===== src/olda_pkg.sv =====
// ----------------------------------------------------------------------------
// one lane direction arbiter package
// shared widths, codes and the records passed between the slot cells
// ----------------------------------------------------------------------------
package olda_pkg;

   // default number of slots
   localparam int OLDA_SLOTS = 16;

   // beat widths
   localparam int REQ_W  = 8;
   localparam int RSP_W  = 16;
   localparam int CSR_AW = 3;
   localparam int CSR_DW = 32;

   // register indexes (paddr bit 2 selects the register word)
   localparam logic REG_MAX_ON_BRIDGE = 1'b0;

   // reset capacity
   localparam logic [3:0] MAX_RESET = 4'd3;

   // event kinds
   localparam logic [1:0] ACT_ARRIVE = 2'd0;
   localparam logic [1:0] ACT_START  = 2'd1;
   localparam logic [1:0] ACT_EXIT   = 2'd2;

   // slot status codes
   localparam logic [1:0] ST_ABSENT  = 2'd0;
   localparam logic [1:0] ST_WAITING = 2'd1;
   localparam logic [1:0] ST_GOING   = 2'd2;
   localparam logic [1:0] ST_DONE    = 2'd3;

   // event broadcast to every cell
   typedef struct packed {
      logic       valid;
      logic [1:0] action;
      logic [3:0] slot_id;
      logic       heading;
   } evt_type;

   // scan record walking down the chain
   typedef struct packed {
      logic       valid;
      logic [3:0] count;
      logic       any_going;
      logic       dir;
      logic       found;
      logic [3:0] idx;
      logic       head;
   } scan_rec_type;

endpackage


===== src/one_lane_direction_arbiter.sv =====
// an event passes start_ff, each slot cell's rec_ff, hold_ff and rsp_data_ff
// no req beat is taken while a scan runs or a result sits in hold_ff; the
//   scan record walks one slot cell per cycle down the chain
// a finished result may wait on rsp while the next req beat is taken
// reset (synchronous): all slots absent, max_on_bridge 3, no grant held
// ----------------------------------------------------------------------------
// one lane direction arbiter
// grant to the lowest-index waiting slot for a shared one-direction resource
// ----------------------------------------------------------------------------
module one_lane_direction_arbiter #(
   parameter int SLOTS = olda_pkg::OLDA_SLOTS
) (
   input  logic                        clock,
   input  logic                        reset,
   // action [1:0], slot_id [5:2], heading [6]
   input  logic [olda_pkg::REQ_W-1:0]  req_tdata,
   input  logic                        req_tvalid,
   output logic                        req_tready,
   // grant_valid [0], grant_id [4:1], grant_changed [5], going_count [9:6]
   output logic [olda_pkg::RSP_W-1:0]  rsp_tdata,
   output logic                        rsp_tvalid,
   input  logic                        rsp_tready,
   input  logic                        csr_psel,
   input  logic                        csr_penable,
   input  logic                        csr_pwrite,
   input  logic [olda_pkg::CSR_AW-1:0] csr_paddr,
   input  logic [olda_pkg::CSR_DW-1:0] csr_pwdata,
   output logic [olda_pkg::CSR_DW-1:0] csr_prdata,
   output logic                        csr_pready
);
   import olda_pkg::*;

   logic             accept;
   evt_type          evt;
   scan_rec_type     chain [SLOTS+1];
   logic             start_ff;
   logic             busy_ff;
   logic [3:0]       max_ff;
   logic             gvalid_ff;
   logic             gvalid_in;
   logic [3:0]       gid_ff;
   logic [3:0]       gid_in;
   logic             changed;
   scan_rec_type     last;
   logic [RSP_W-1:0] hold_ff;
   logic             hold_valid_ff;
   logic [RSP_W-1:0] rsp_data_ff;
   logic             rsp_valid_ff;

   // request beat
   assign req_tready = !busy_ff && !hold_valid_ff;
   assign accept     = req_tvalid && req_tready;

   always_comb begin
      evt.valid   = accept;
      evt.action  = req_tdata[1:0];
      evt.slot_id = req_tdata[5:2];
      evt.heading = req_tdata[6];
   end

   // scan record entering the first cell
   always_comb begin
      chain[0].valid     = start_ff;
      chain[0].count     = 4'd0;
      chain[0].any_going = 1'b0;
      chain[0].dir       = 1'b0;
      chain[0].found     = 1'b0;
      chain[0].idx       = 4'd0;
      chain[0].head      = 1'b0;
   end

   // chain of slot cells
   for (genvar i = 0; i < SLOTS; i++) begin : g_cell
      olda_cell #(
         .INDEX (i)
      ) u_cell (
         .clock  (clock),
         .reset  (reset),
         .evt    (evt),
         .up_rec (chain[i]),
         .dn_rec (chain[i+1])
      );
   end

   assign last = chain[SLOTS];

   // grant decision at the end of the chain
   assign changed = (last.count < max_ff) && last.found
                    && (!last.any_going || (last.head == last.dir));
   assign gvalid_in = changed ? 1'b1 : gvalid_ff;
   assign gid_in    = changed ? last.idx : gid_ff;

   // control and grant state
   always_ff @(posedge clock) begin
      if (reset) begin
         start_ff      <= 1'b0;
         busy_ff       <= 1'b0;
         gvalid_ff     <= 1'b0;
         gid_ff        <= 4'd0;
         hold_valid_ff <= 1'b0;
         rsp_valid_ff  <= 1'b0;
      end else begin
         start_ff <= accept;
         if (accept) begin
            busy_ff <= 1'b1;
         end
         if (last.valid) begin
            busy_ff       <= 1'b0;
            gvalid_ff     <= gvalid_in;
            gid_ff        <= gid_in;
            hold_valid_ff <= 1'b1;
         end else if (hold_valid_ff && (!rsp_valid_ff || rsp_tready)) begin
            hold_valid_ff <= 1'b0;
         end
         if (hold_valid_ff && (!rsp_valid_ff || rsp_tready)) begin
            rsp_valid_ff <= 1'b1;
         end else if (rsp_tready) begin
            rsp_valid_ff <= 1'b0;
         end
      end
   end

   // result payload
   always_ff @(posedge clock) begin
      if (last.valid) begin
         hold_ff <= {6'd0, last.count, changed, gid_in, gvalid_in};
      end
      if (hold_valid_ff && (!rsp_valid_ff || rsp_tready)) begin
         rsp_data_ff <= hold_ff;
      end
   end

   assign rsp_tdata  = rsp_data_ff;
   assign rsp_tvalid = rsp_valid_ff;

   // configuration register
   always_ff @(posedge clock) begin
      if (reset) begin
         max_ff <= MAX_RESET;
      end else if (csr_psel && csr_penable && csr_pwrite && csr_pready
                   && csr_paddr[2] == REG_MAX_ON_BRIDGE) begin
         max_ff <= csr_pwdata[3:0];
      end
   end

   assign csr_pready = 1'b1;
   assign csr_prdata = (csr_paddr[2] == REG_MAX_ON_BRIDGE)
                       ? {{(CSR_DW-4){1'b0}}, max_ff} : {CSR_DW{1'b0}};

endmodule


===== src/olda_cell.sv =====
// ----------------------------------------------------------------------------
// one lane direction arbiter slot cell
// holds one slot's status and heading, folds it into the passing scan record
// ----------------------------------------------------------------------------
module olda_cell #(
   parameter int INDEX = 0
) (
   input  logic                   clock,
   input  logic                   reset,
   input  olda_pkg::evt_type      evt,
   input  olda_pkg::scan_rec_type up_rec,
   output olda_pkg::scan_rec_type dn_rec
);
   import olda_pkg::*;

   logic [1:0]   status_ff;
   logic [1:0]   status_in;
   logic         heading_ff;
   logic         heading_in;
   logic         hit;
   scan_rec_type rec_ff;
   scan_rec_type rec_in;

   // event addressed to this slot
   assign hit = evt.valid && (32'(evt.slot_id) == INDEX);

   // status update
   always_comb begin
      status_in  = status_ff;
      heading_in = heading_ff;
      if (hit) begin
         unique case (evt.action)
            ACT_ARRIVE: begin
               status_in  = ST_WAITING;
               heading_in = evt.heading;
            end
            ACT_START: status_in = ST_GOING;
            ACT_EXIT:  status_in = ST_DONE;
            default:   status_in = status_ff;
         endcase
      end
   end

   always_ff @(posedge clock) begin
      if (reset) begin
         status_ff <= ST_ABSENT;
      end else begin
         status_ff <= status_in;
      end
   end

   // heading has no reset value
   always_ff @(posedge clock) begin
      heading_ff <= heading_in;
   end

   // fold this slot into the scan record
   always_comb begin
      rec_in = up_rec;
      if (status_ff == ST_GOING) begin
         rec_in.count     = (up_rec.count == 4'hF) ? up_rec.count : up_rec.count + 4'd1;
         rec_in.any_going = 1'b1;
         rec_in.dir       = heading_ff;
      end
      if (status_ff == ST_WAITING && !up_rec.found) begin
         rec_in.found = 1'b1;
         rec_in.idx   = 4'(INDEX);
         rec_in.head  = heading_ff;
      end
   end

   always_ff @(posedge clock) begin
      if (reset) begin
         rec_ff.valid <= 1'b0;
      end else begin
         rec_ff <= rec_in;
      end
   end

   assign dn_rec = rec_ff;

endmodule


===== config.mk =====
export PLATFORM = sky130hd
export DESIGN_NAME = one_lane_direction_arbiter
export DESIGN_NICKNAME = d
export VERILOG_FILES = /design/src/olda_pkg.sv /design/src/one_lane_direction_arbiter.sv /design/src/olda_cell.sv
export SDC_FILE = /design/constraint.sdc
export NUM_CORES = 1
export LEC_CHECK = 0
export ABC_CLOCK_PERIOD_IN_PS = 6700
export CORE_MARGIN = 2
export CORE_UTILIZATION = 57
export DETAILED_ROUTE_END_ITERATION = 8
export DONT_BUFFER_PORTS = 1
export PLACE_DENSITY = 0.75
export SETUP_SLACK_MARGIN = 0.5
export SLEW_MARGIN = 30
export SYNTH_ARGS = -nofsm -noshare
export SYNTH_HDL_FRONTEND = slang
export SYNTH_SLANG_ARGS = --single-unit

===== constraint.sdc =====
create_clock -name clock -period 6.7 [get_ports clock]
set_input_delay 1.34 -clock clock [delete_from_list [all_inputs] [get_ports clock]]
set_output_delay 1.34 -clock clock [all_outputs]
set_load 0.01 [all_outputs]

# Word-level counts from Yosys, hierarchy flattened
# Index checks and enable logic that the tools add are counted.
[totals]
register_bits = 289
input_bits = 50
out_inout_bits = 51
wordCells = 388
[op_classes]
reduce_logical = 98
n_bitwise = 1
magnitude_cmp = 1
muxes = 55
eq_ne = 65
n_addsub = 15
[ops]
columns = ["op", "count"]
rows = [
  ["6-bit two-way mux", 16],
  ["4-bit equality test (second input constant)", 23],
  ["4-bit two-way mux", 17],
  ["2-bit AND reduction", 32],
  ["4-bit by 1-bit adder with 4-bit output (second input constant)", 15],
  ["1-bit logical AND", 39],
  ["2-bit by 1-bit equality test with 1-bit output (second input constant)", 17],
  ["2-bit equality test (second input constant)", 17],
  ["1-bit two-way mux", 20],
  ["1-bit zero test", 19],
  ["4-bit by 3-bit equality test with 1-bit output (second input constant)", 4],
  ["4-bit by 2-bit equality test with 1-bit output (second input constant)", 2],
  ["2-bit case mux with 3 select lines", 1],
  ["4-bit by 1-bit equality test with 1-bit output (second input constant)", 1],
  ["4-bit zero test", 1],
  ["4-bit less-than comparator", 1],
  ["2-bit nonzero test", 2],
  ["3-bit two-way mux", 1],
  ["3-bit nonzero test", 1],
  ["2-bit zero test", 1],
  ["1-bit logical OR", 2],
  ["2-bit OR reduction", 1],
  ["1-bit equality test", 1],
  ["1-bit NOT", 1],
]

# Logic depth before layout (Yosys ltp)
[depth]
word_depth = 5
ltp_mapped = 7
depth_no_buf = 6

# Cells and area by module
# From an unflattened synthesis, not the netlist that was laid out.
[hier_totals]
hier_cells = 1033
hier_area_um2 = 13545.5
[by_module_without_submodules]
columns = ["mod", "seq_area_each_um2", "cells_per_inst", "n_inst", "area_per_inst_um2"]
rows = [
  ["olda_cell (g_cell[10].u_cell ...)", 450.4, 57, 4, 760.7],
  ["one_lane_direction_arbiter", 860.8, 132, 1, 1544.0],
  ["olda_cell (g_cell[1].u_cell ...)", 450.4, 56, 2, 754.5],
  ["olda_cell (g_cell[11].u_cell ...)", 450.4, 57, 2, 749.5],
  ["olda_cell (g_cell[13].u_cell ...)", 450.4, 56, 2, 740.7],
  ["olda_cell (g_cell[4].u_cell ...)", 450.4, 55, 2, 740.7],
  ["olda_cell (g_cell[3].u_cell)", 450.4, 56, 1, 767.0],
  ["olda_cell (g_cell[0].u_cell)", 450.4, 56, 1, 745.7],
  ["olda_cell (g_cell[12].u_cell)", 450.4, 56, 1, 742.0],
  ["olda_cell (g_cell[15].u_cell)", 450.4, 57, 1, 733.2],
]

# Worst setup path before layout
# Ideal clock, no wire load.
[synth_path]
path_type = "input to register"
start = "in reset"
end = "reg g_cell[0].u_cell.rec_ff, in the netlist g_cell[0].u_cell.dn_rec[0] (enable)"
setup_time_ns = 0.600
required_ns = 6.100
path_buffers = 2
arrival_ns = 6.402
slack_ns = -0.302
cell_stages = 3
cell_sequence = "clkbuf_1 -> inv_1 -> buf_1"
[synth_lines]
columns = ["item", "line", "text"]
rows = [
  ["from (decl)", "one_lane_direction_arbiter.sv:14", "input logic reset,"],
  ["to (signal assigned)", "olda_cell.sv:76", "rec_ff <= rec_in;"],
  ["to (decl)", "olda_cell.sv:21", "scan_rec_type rec_ff;"],
]
# No word-level cell between the ends.

# Final worst setup path
[layout_path]
start = "in csr_paddr[2] (netlist bit)"
end = "out csr_prdata[0] (netlist bit)"
[layout_via]
elab_chain_cells = 1
[layout_lines]
columns = ["item", "line", "text"]
rows = [
  ["from (decl)", "one_lane_direction_arbiter.sv:26", "input logic [olda_pkg::CSR_AW-1:0] csr_paddr,"],
  ["4-bit two-way mux", "one_lane_direction_arbiter.sv:148", "? {{(CSR_DW-4){1'b0}}, max_ff} : {CSR_DW{1'b0}};"],
  ["to (decl)", "one_lane_direction_arbiter.sv:28", "output logic [olda_pkg::CSR_DW-1:0] csr_prdata,"],
]
# Every way passes these cells.

==> impl_metrics.json <==
{
  "h-tree-depth": 1,
  "crit_type": "primary input to output pin",
  "rows": 51,
  "antenna_cells": 0,
  "grt_antenna_before_repair": 0,
  "synth_cell_type_count": 45,
  "finalSetupViolCount": 0,
  "grt.total_usage_pct": 17.5,
  "synth_xor_area_share_pct": 1.33,
  "hold_slack_ns": 0.422,
  "clockRootBuffer": "clkbuf_16",
  "synth_warnings": 0,
  "vias": 5946,
  "worstPathMaxFanout": 5,
  "cts_resized": 0,
  "routed_wl_mm": 17.4,
  "tightest_slew_ns": 0.875,
  "clock_skew_ns": 0.0244,
  "die_y_um": 144,
  "layout_common_cells": "206 x edfxtp_1, 72 x nor2_1, 61 x dfxtp_1",
  "grt_pass1_wl_mm": 28.6,
  "synthFlopType": "edfxtp_1",
  "cts_sinks": 267,
  "power.density_nw_per_um2": 282,
  "p_leak_nw": 4.45,
  "die_w_um": 144,
  "post_drt_via_cell_ratio": 5.23,
  "slew_headroom_pct": 41.4,
  "cts_tree": "built",
  "synth_compound_gate_area_share_pct": 2.79,
  "first_pass_iters": 4,
  "hold_violations": 0,
  "io_pins": 101,
  "rsz0062_at_grt": "no",
  "grt_max_degree": 88,
  "arrival_ns": 1.52,
  "synthAdderAreaFrac_pct": 2.24,
  "synth-simple-area-share_pct": 16.3,
  "ys_ff_latch": 267,
  "finalWeightedCongestion": 0.736,
  "layout_commonest_cell": "edfxtp_1",
  "first_iter_violations": 333,
  "drive_above_1_share_pct": 16.8,
  "synth_mux_area_share_pct": 7.64,
  "cp_slowest_cell": "nor2b_1",
  "synthCells": 835,
  "cts_setup_buffers": 0,
  "avgRoutedWirePerCell_um": 15.3,
  "drv_slew": 0,
  "cts_made_buffers": 27,
  "postRouteAntennaNets": 0,
  "route.detailed.drc": 0,
  "fmax_mhz": 349,
  "cap_violations": 0,
  "clock_latency_ns": 0.53,
  "startpoint": "csr_paddr[2]",
  "hp-start": "hold_ff[0]",
  "status": "finished, final reports clean",
  "syn_to_final_growth_pct": 8.91,
  "critical_path_buf_inv_count": 0,
  "grt_pass1_vias": 5926,
  "min_period_ns": 2.86,
  "dp_hpwl_mm": 11.5,
  "synth-seq-area-share_pct": 66.3,
  "synth.top_cell.area_share_pct": 55.4,
  "hold_buffers": 0,
  "tns_ns": 0,
  "r2r_start": "g_cell[15].u_cell.dn_rec[10]",
  "crit_chain": "nor2b_1",
  "core_area_um2": 19300,
  "nNetsFinal": 920,
  "synth_top_family_by_area": "simple AND/OR/NAND/NOR gates",
  "fin_crit_sh_pct": 42.7,
  "synth_top_cell_by_area": "edfxtp_1",
  "synth_area_um2": 11200,
  "grt.overflow.total": 0,
  "synth_edf_count": 206,
  "hold_path_class": "flip-flop to flip-flop",
  "cpLargestDelayFamily": "simple AND/OR/NAND/NOR gates",
  "vdd_ir_drop_max_mv": 0.222,
  "port_buffers": 0,
  "startpoint_type": "primary input",
  "initial_core_util_pct": 57.7,
  "clkSlewWorstSetupHoldPaths_ns": 0.06,
  "clock_path_buffers": 3,
  "critical_path_required_ns": 5.36,
  "critPathMaxStageDelay_ns": 0.18,
  "synth.area.top_cells": "edfxtp_1 55%, dfxtp_1 11%, mux2_2 4.2%, nor2b_1 3.1%, mux2i_1 2.9%",
  "async_reset_ff_share_pct": 0,
  "synth_area_per_cell_um2": 13.4,
  "end_kind": "output pin",
  "dieArea_um2": 20700
}
state kept, by name, summed over array words and instances (netlist names):
register                  flops
gid_ff                        4
g_cell.u_cell.heading_ff     16
gvalid_ff                     1
busy_ff                       1
g_cell.u_cell.dn_rec        186
rsp_tvalid                    1
hold_valid_ff                 1
max_ff                        4
g_cell.u_cell.status_ff      32
rsp_tdata                    10
hold_ff                      10
start_ff                      1
cell type report:
cell class | count | area, µm²
sequential | 267 | 7410
clock inverter | 15 | 105
multi-input combinational | 537 | 3510
clock buffer | 35 | 726
inverter | 15 | 61.3
timing repair buffer | 2 | 18.8
tap | 265 | 332
fill | 1449 | 7180
final timing paths:
| path | to | slack, ns | depth (start not counted) |
|---|---|---|---|
| max reg2reg | hold_ff[3] | 4.42 | 5 |
| min reg2reg | rsp_tdata[0] | 0.42 | 0 |
| min | rsp_tdata[0] | 0.42 | 0 |
| max | csr_prdata[0] | 3.84 | 1 |
logic make-up after synthesis:
family,count (synthesis)
simple gates,333
flops,267
mux,78
buf+inv,64
compound gates,54
fa+ha+maj,20
xor+xnor,17
other cells,2
power by group:
group / switching (mW) / leakage [nW] / internal, mW
Combinational: 0.0801 / 1.55 / 0.0583
Clock: 0.600 / 0.413 / 0.803
Sequential: 0.0300 / 2.49 / 1.86
Total: 0.710 / 4.45 / 2.72
routing by layer:
metal	vias to the layer above	wire length (µm)	part of all wire (%)	global-route usage, %
li1	2947	-	-	-
met1	2860	7190	41	20.8
met2	102	9030	52	31.8
met3	37	653	3.8	3.23
met4	0	520	3.0	6.09
met5	-	0	0	0
per-stage QoR:
step                util, %  power, mW  instance area (µm²)  instances  setup slack [ns]
floorplan                 -       2.05                11300        868              2.20
global placement       58.6       2.05                11300       1086              3.69
detailed placement     58.6       2.06                11300       1086              3.84
CTS                    62.9       3.46                12200       1136              3.84
global route           62.9       3.54                12200       1136              3.81
finish                 62.9       3.43                12200       1136              3.84
synthesized netlist by cell type, types with 15 or more instances:
| master | number |
|---|---|
| or2_2 | 46 |
| edfxtp_1 | 206 |
| inv_1 | 15 |
| mux2_2 | 42 |
| mux2i_1 | 32 |
| nor2b_1 | 55 |
| nor2_1 | 72 |
| dfxtp_1 | 61 |
| buf_4 | 35 |
| nand2_1 | 50 |
| nand2b_1 | 29 |
| ha_1 | 20 |
| nand3_1 | 29 |
| a21oi_1 | 32 |
| xnor2_1 | 15 |
No activity file was read; power rests on OpenSTA's default activity.
